**src/hdl/assert_macros.svh**
```systemverilog
// Assertion macros used by the top-level RTL file of the Q-learning engine.
`ifndef ASSERT_MACROS_SVH
`define ASSERT_MACROS_SVH
`ifndef ASSERT_OFF
`define TQL_ASSERT(lbl, prop, msg) \
	lbl: assert property (@(posedge clk) disable iff (!arst_n) prop) else $error(msg);
`define TQL_ASSERT_ALWAYS(lbl, prop, msg) \
	lbl: assert property (@(posedge clk) prop) else $error(msg);
`else
`define TQL_ASSERT(lbl, prop, msg)
`define TQL_ASSERT_ALWAYS(lbl, prop, msg)
`endif
`endif

```
**src/hdl/tql_pkg.sv**
```systemverilog
// Shared types, constants and a helper function of the Q-learning engine.
package tql_pkg;

	localparam int STATE_COUNT  = 256;
	localparam int ACTION_LIMIT = 4;
	localparam int STATE_W      = 8;
	localparam int ACTION_W     = 2;
	localparam int ADDR_W       = STATE_W + ACTION_W;
	localparam int DEPTH        = STATE_COUNT * ACTION_LIMIT;
	localparam int VALUE_W      = 32;
	localparam int FRAC_ONE     = 65536;

	typedef enum logic [1:0] {
		REG_LEARN_RATE,
		REG_DISCOUNT,
		REG_EXPLORE_PERCENT,
		REG_ACTION_COUNT
	} reg_index_t;

	typedef enum logic [3:0] {
		ST_CLEAR,
		ST_IDLE,
		ST_READ,
		ST_LAST,
		ST_MAX,
		ST_MULG,
		ST_DIFF,
		ST_MULA,
		ST_UPD,
		ST_BEST,
		ST_TIES,
		ST_PICK,
		ST_DONE
	} state_t;

	typedef struct packed {
		logic              load;
		logic              clear;
		logic              read;
		logic              max;
		logic              mulg;
		logic              diff;
		logic              mula;
		logic              upd;
		logic              best;
		logic              ties;
		logic              pick;
		logic              done;
		logic [ADDR_W-1:0] cnt;
	} cmd_t;

	typedef struct packed {
		logic learn;
	} status_t;

	// Remainder of a 16-bit word by a modulus of 1 to 4; division by three
	// uses an exact reciprocal for all 16-bit values.
	function automatic logic [1:0] mod_small(input logic [15:0] v, input logic [2:0] m);
		logic [32:0] p;
		logic [15:0] quo;
		logic [17:0] r;
		p   = {17'd0, v} * 33'd43691;
		quo = p[32:17];
		r   = {2'd0, v} - {2'd0, quo} * 18'd3;
		case (m)
			3'd1:    mod_small = 2'd0;
			3'd2:    mod_small = {1'b0, v[0]};
			3'd3:    mod_small = r[1:0];
			default: mod_small = v[1:0];
		endcase
	endfunction

endpackage

```
**src/hdl/tql_ctrl.sv**
```systemverilog
// Controller state machine that sequences clearing, reads, update and choice.
module tql_ctrl (
	input  logic              clk,
	input  logic              arst_n,
	input  logic              start,
	input  tql_pkg::status_t  status,
	output tql_pkg::cmd_t     cmd,
	output logic              busy
);

	tql_pkg::state_t state_q, state_d;
	logic [tql_pkg::ADDR_W-1:0] cnt_q, cnt_d;

	always_comb begin
		state_d = state_q;
		unique case (state_q)
			tql_pkg::ST_CLEAR: begin
				if (cnt_q == tql_pkg::ADDR_W'(tql_pkg::DEPTH - 1)) state_d = tql_pkg::ST_IDLE;
			end
			tql_pkg::ST_IDLE: begin
				if (start) state_d = tql_pkg::ST_READ;
			end
			tql_pkg::ST_READ: begin
				if (cnt_q == tql_pkg::ADDR_W'(tql_pkg::ACTION_LIMIT)) state_d = tql_pkg::ST_LAST;
			end
			tql_pkg::ST_LAST: state_d = status.learn ? tql_pkg::ST_MAX : tql_pkg::ST_BEST;
			tql_pkg::ST_MAX:  state_d = tql_pkg::ST_MULG;
			tql_pkg::ST_MULG: state_d = tql_pkg::ST_DIFF;
			tql_pkg::ST_DIFF: state_d = tql_pkg::ST_MULA;
			tql_pkg::ST_MULA: state_d = tql_pkg::ST_UPD;
			tql_pkg::ST_UPD:  state_d = tql_pkg::ST_BEST;
			tql_pkg::ST_BEST: state_d = tql_pkg::ST_TIES;
			tql_pkg::ST_TIES: state_d = tql_pkg::ST_PICK;
			tql_pkg::ST_PICK: state_d = tql_pkg::ST_DONE;
			tql_pkg::ST_DONE: state_d = tql_pkg::ST_IDLE;
			default:          state_d = tql_pkg::ST_IDLE;
		endcase
	end

	always_comb begin
		cnt_d = '0;
		if ((state_q == tql_pkg::ST_CLEAR || state_q == tql_pkg::ST_READ) && state_d == state_q) begin
			cnt_d = cnt_q + 1'b1;
		end
	end

	always_comb begin
		cmd     = '0;
		cmd.cnt = cnt_q;
		unique case (state_q)
			tql_pkg::ST_CLEAR: cmd.clear = 1'b1;
			tql_pkg::ST_IDLE:  cmd.load  = start;
			tql_pkg::ST_READ:  cmd.read  = 1'b1;
			tql_pkg::ST_LAST:  cmd.read  = 1'b0;
			tql_pkg::ST_MAX:   cmd.max   = 1'b1;
			tql_pkg::ST_MULG:  cmd.mulg  = 1'b1;
			tql_pkg::ST_DIFF:  cmd.diff  = 1'b1;
			tql_pkg::ST_MULA:  cmd.mula  = 1'b1;
			tql_pkg::ST_UPD:   cmd.upd   = 1'b1;
			tql_pkg::ST_BEST:  cmd.best  = 1'b1;
			tql_pkg::ST_TIES:  cmd.ties  = 1'b1;
			tql_pkg::ST_PICK:  cmd.pick  = 1'b1;
			tql_pkg::ST_DONE:  cmd.done  = 1'b1;
			default:           cmd.load  = 1'b0;
		endcase
	end

	assign busy = (state_q != tql_pkg::ST_IDLE);

	always_ff @(posedge clk or negedge arst_n) begin
		if (!arst_n) begin
			state_q <= tql_pkg::ST_CLEAR;
			cnt_q   <= '0;
		end else begin
			state_q <= state_d;
			cnt_q   <= cnt_d;
		end
	end

endmodule

```
**config.mk**
```make
export PLATFORM = sky130hd
export DESIGN_NAME = tql_ctrl
export DESIGN_NICKNAME = d
export VERILOG_FILES = /design/src/hdl/assert_macros.svh /design/src/hdl/tql_pkg.sv /design/src/hdl/tql_ctrl.sv
export SDC_FILE = /design/constraint.sdc
export NUM_CORES = 1
export LEC_CHECK = 0
export ABC_AREA = 0
export CORE_UTILIZATION = 50
export DETAILED_ROUTE_END_ITERATION = 8
export DONT_BUFFER_PORTS = 1
export GPL_TIMING_DRIVEN = 0
export MAX_ROUTING_LAYER = met4
export PLACE_DENSITY = 0.69
export SYNTH_ARGS = -nofsm -noshare
export SYNTH_HDL_FRONTEND = slang
export SYNTH_SLANG_ARGS = --single-unit
```
**constraint.sdc**
```tcl
create_clock -name clk -period 2 [get_ports clk]
set_input_delay 0.2 -clock clk [delete_from_list [all_inputs] [get_ports clk]]
set_output_delay 0.2 -clock clk [all_outputs]
set_load 0.02 [all_outputs]
```
-- After elaboration in Yosys (flattened, before gate mapping)
Index checks and enable logic that the tools add are counted.
- register bits: 14
- input port bits: 4
- output and inout bits: 23
- word-level logic and storage cells: 40
- add/sub/neg operators: 1
- reductions and logical operators: 3
- mux-type cells: 18
- eq/ne operators: 16
- operator list (cell ; number):
    $pmux W4 S12 ; 1
    $eq A4 B4 Y1 const B ; 5
    $eq A4 B3 Y1 const B ; 4
    $mux W4 ; 4
    $mux W1 ; 12
    $add A10 B1 Y10 const B ; 1
    $eq A10 B10 Y1 const B ; 1
    $eq A10 B3 Y1 const B ; 1
    $mux W10 ; 1
    $eq A4 B2 Y1 const B ; 2
    $eq A4 B1 Y1 const B ; 1
    $eq A4 B4 Y1 ; 1
    $logic_not A4 Y1 ; 1
    $ne A4 B1 Y1 const B ; 1
    $logic_and A1 B1 Y1 ; 1
    $logic_or A1 B1 Y1 ; 1

-- Depth between registers and ports, before layout
- depth in word-level cells: 6
- mapped depth: 6
- depth with buffers taken out: 6

-- Least setup slack after synthesis
No wires, ideal clock.
- path type: register to register
- from: reg state_q[0]
- to: reg cnt_q[2] (netlist bit)
- cell stages (with the launch flop): 6
- arrival: 2.009 ns
- slack: -0.130 ns
- clock period less this slack: 2.130 ns
- setup time: 0.122 ns
- data required time: 1.878 ns
- buffers on the path: 1
- cells stage by stage: dfrtp_1 > clkbuf_1 > nor4b_1 > nand4_1 > nand4_4 > nor2_1
- longest elaborated chain between the ends: 5
- elaborated cells on any way between the ends: 20
- those cells by class: eq/ne (12); mux (5); reduce/logical (3)
- RTL lines (element ; line ; text):
    start: declaration ; tql_ctrl.sv:11 ; tql_pkg::state_t state_q, state_d;
    start signal: assignment ; tql_ctrl.sv:72 ; state_q <= tql_pkg::ST_CLEAR;
    start signal: assignment ; tql_ctrl.sv:75 ; state_q <= state_d;
    $eq A4 B4 Y1 (tied with other cells) ; tql_ctrl.sv:16 ; unique case (state_q)
    $pmux W4 S12 ; tql_ctrl.sv:16 ;
    $eq A4 B4 Y1 ; tql_ctrl.sv:42 ; if ((state_q == tql_pkg::ST_CLEAR || state_q == tql_pkg::ST_READ) && state_d == state_q) begin
    $logic_and A1 B1 Y1 (*) ; tql_ctrl.sv:42 ;
    $mux W10 (*) ; tql_ctrl.sv:42 ;
    named net cnt_d (one bit) ; tql_ctrl.sv:12 ; logic [tql_pkg::ADDR_W-1:0] cnt_q, cnt_d;
    end signal: assignment ; tql_ctrl.sv:76 ; cnt_q <= cnt_d;
    end: declaration ; tql_ctrl.sv:12 ;
The timed path passes the listed nets; every way through them passes the cells marked *.

-- Worst setup path after layout
- from: reg cnt_q[1] (netlist bit)
- to: reg cnt_q[5] (netlist bit)
- longest elaborated chain between the ends: 6
- elaborated cells on any way between the ends: 9
- those cells by class: add/sub (1); eq/ne (3); mux (4); reduce/logical (1)
- RTL lines (element ; line):
    $eq A10 B3 Y1 / $eq A10 B10 Y1 (equally long branches) ; tql_ctrl.sv:24, tql_ctrl.sv:18
    $mux W4, on equally long branches ; tql_ctrl.sv:24, tql_ctrl.sv:18
    $pmux W4 S12 ; tql_ctrl.sv:16
    $eq A4 B4 Y1 ; tql_ctrl.sv:42
    $logic_and A1 B1 Y1 ; tql_ctrl.sv:42
    $mux W10 (*) ; tql_ctrl.sv:42
    named net cnt_d (one bit) ; tql_ctrl.sv:12
Marks and branches as above.

==> results.sh <==
export IMPL_antenna_found_initial=0
export IMPL_slew_headroom_pct=57.0
export IMPL_diodes=0
export IMPL_io_pins=27
export IMPL_vias_per_cell=5.84
export IMPL_synthSimpleGateAreaFrac_pct=33.2
export IMPL_synth_cell_types=34
export IMPL_fin_setup_tns_ps=0
export IMPL_cts_max_path_buffers=2
export IMPL_ys_warn_count=0
export IMPL_crit_fanout=9
export IMPL_whs_path_depth=2
export IMPL_drv_cap=0
export IMPL_drt_iter0_markers=9
export IMPL_fmax_mhz=524
export IMPL_critPathCaptureType="register"
export IMPL_drc=0
export IMPL_hp_class="in -> reg"
export IMPL_hold_viol_final=0
export IMPL_synthAdderAreaFrac_pct=2.95
export IMPL_slowest_stage="or4_4"
export IMPL_core_area_um2=1540
export IMPL_yosysMostFrequentCell="nor2_1"
export IMPL_cts_tree="built"
export IMPL_grt_pass1_wl_um=2760
export IMPL_syn_area_per_cell_um2=8.92
export IMPL_path_class="reg -> reg"
export IMPL_clock_sinks=14
export IMPL_wl_per_cell_um=14.5
export IMPL_syn_area_um2=847
export IMPL_slew_violations=0
export IMPL_fin_cells=116
export IMPL_p_per_area_nw_per_um2=1300
export IMPL_synth_common_cells="nor2_1 (18), dfrtp_1 (14), nand2_1 (8)"
export IMPL_worst_slew_pin_slew_ps=643
export IMPL_max_vdd_ir_drop_mv=0.931
export IMPL_synth_seq_cells=14
export IMPL_synth_cells=95
export IMPL_die_x_um=43.2
export IMPL_area_delta_synth_final_pct=11.7
export IMPL_ys_flop_type="dfrtp_1"
export IMPL_top_usage_layer="met2"
export IMPL_rsz0062_at_grt="false"
export IMPL_synth_area_leaders="dfrtp_1 (41%), nor2_1 (8.0%), xor2_1 (4.1%), nand2_1 (3.5%), xnor2_1 (3.1%)"
export IMPL_crit_required_ps=2180
export IMPL_grt_use_met2_pct=29.9
export IMPL_met3_usage_pct=5.96
export IMPL_portBuffers=0
export IMPL_synth_edff_count=0
export IMPL_routed_wl_um=1680
export IMPL_place_gp_congestion=0.761
export IMPL_gr_total_overflow=0
export IMPL_start_util_pct=55.0
export IMPL_slowest_delay_ps=600
export IMPL_grt_max_degree=15
export IMPL_yosys_area_top_type="dfrtp_1"
export IMPL_synth_top_area_share_pct=41.4
export IMPL_arrival_ps=2090
export IMPL_drt_pass1_iter_count=4
export IMPL_setup_viol=0
export IMPL_syn_nets=101
export IMPL_root_buffer="clkbuf_4"
export IMPL_synthXorXnorAreaFrac_pct=7.24
export IMPL_drive_above_1_share_pct=15.0
export IMPL_clk_latency_ps=280
export IMPL_path_clk_slew_ps=90
export IMPL_grtUsageTotal_pct=21.2
export IMPL_ys_seq_area_share_pct=41.4
export IMPL_ant_nets=0
export IMPL_synth_top_family_by_area="simple AND/OR/NAND/NOR gates"
export IMPL_muxShareOfSynthArea_pct=2.36
export IMPL_dieArea_um2=1860
export IMPL_final_nets=107
export IMPL_outcome="complete, no violations"
export IMPL_finalCritPeriodShare_pct=95.5
export IMPL_cts_htree_levels=1
export IMPL_first_global_vias=628
export IMPL_place_inst=111
export IMPL_reg2reg_depth=5
export IMPL_cts_made_buffers=3
export IMPL_min_period_ps=1910
export IMPL_async_reset_ff_share_pct=100
export IMPL_critical_path_cell_chain="ha_1 -> nand3_1 -> or4_4 -> nand4_4 -> nor2_1"
export IMPL_skew_ps=2.79
export IMPL_critPathLaunchType="register"
export IMPL_dp_hpwl_um=1220
export IMPL_die_h_um=43.2
export IMPL_vias=678
export IMPL_p_leak_nw=0.393
export IMPL_synth_compound_area_share_pct=8.27
export IMPL_grt_use_met1_pct=26.9
export IMPL_num_rows=14
## registers in the layout (all words and copies together), names as in the netlist
| register | flops |
|---|---|
| cnt_q | 10 |
| state_q | 4 |
## through the flow
stage / worst slack (ps) / cell area (um^2) / hold WS (ps) / utilization, % / total power, mW
6_report: 90.0 / 946 / 112 / 61.4 / 1.23
3_5_place_dp: 16.3 / 873 / -95.3 / 56.7 / 0.983
5_1_grt: 10.6 / 946 / 160 / 61.4 / 1.32
2_1_floorplan: 236 / 853 / -95.6 / - / 0.890
4_1_cts: 7.55 / 920 / 108 / 59.7 / 1.20
3_3_place_gp: 32.7 / 873 / -95.3 / 56.7 / 0.966
## layout by cell type (no fill, tap or decap), types with 2 or more instances in the layout
master    instances
nand2_1           8
nor3_2            3
nand2b_1          3
nand3_1           2
mux2i_1           2
inv_1             6
dfrtp_1          13
ha_1              2
or4_4             2
clkbuf_1          2
nand4_1           3
nor3b_1           2
xor2_1            4
clkbuf_4          3
nor2_1           18
xnor2_1           3
## area by class of cell
| cell class | count | area (um^2) |
|---|---|---|
| flip-flops and latches | 14 | 352 |
| inverters | 6 | 22.5 |
| fillers | 144 | 596 |
| multi-input cells | 71 | 488 |
| well taps | 16 | 20.0 |
| clock buffers | 4 | 36.3 |
| repair buffers | 1 | 10.0 |
| plain buffers | 4 | 17.5 |
## repair_timing
item	4_1_cts	5_1_grt
hold endpoints to repair	14	0
resized for setup	0	7
endpoints found under the setup margin	0	13
hold buffers	1	0
buffers inserted	0	0
## worst max-delay path, delay by kind of cell (launching register included)
kind,cells,cell delay (ps)
adder cells (fa/ha/maj),1,240
flip-flops,1,520
AND/OR/NAND/NOR,4,1040
## path summary, 6_finish.rpt
check / to / start / slack [ps]
max in group asynchronous: cnt_q[0] / arst_n / 1180
setup reg to reg: cnt_q[5] / cnt_q[1] / 90
hold reg to reg: cnt_q[0] / cnt_q[0] / 570
hold / removal: state_q[2] / status / 110
min in group asynchronous: state_q[1] / arst_n / 370
setup / recovery: cnt_q[5] / cnt_q[1] / 90
## metal layers
layer  wire (um)  vias to the layer above
met3          73                        4
li1            -                      337
met1         778                      323
met2         791                       14
met5           0                        -
met4          36                        0
## logic make-up after synthesis
family | count (synthesis)
and+or+nand+nor | 51
muxes | 2
xor gates and xnor gates | 7
adders and majority gates | 2
buffers and inverters | 10
DFF | 14
AOI/OAI and AO/OA | 9
## report_power, final
part	total, mW	internal [mW]	switching [mW]	leakage, nW
clock network	0.208	0.111	0.0967	0.0210
registers	0.403	0.338	0.0656	0.186
logic	0.623	0.214	0.409	0.186
total	1.23	0.663	0.571	0.393
Note: power is estimated with default switching activity, not from simulation.
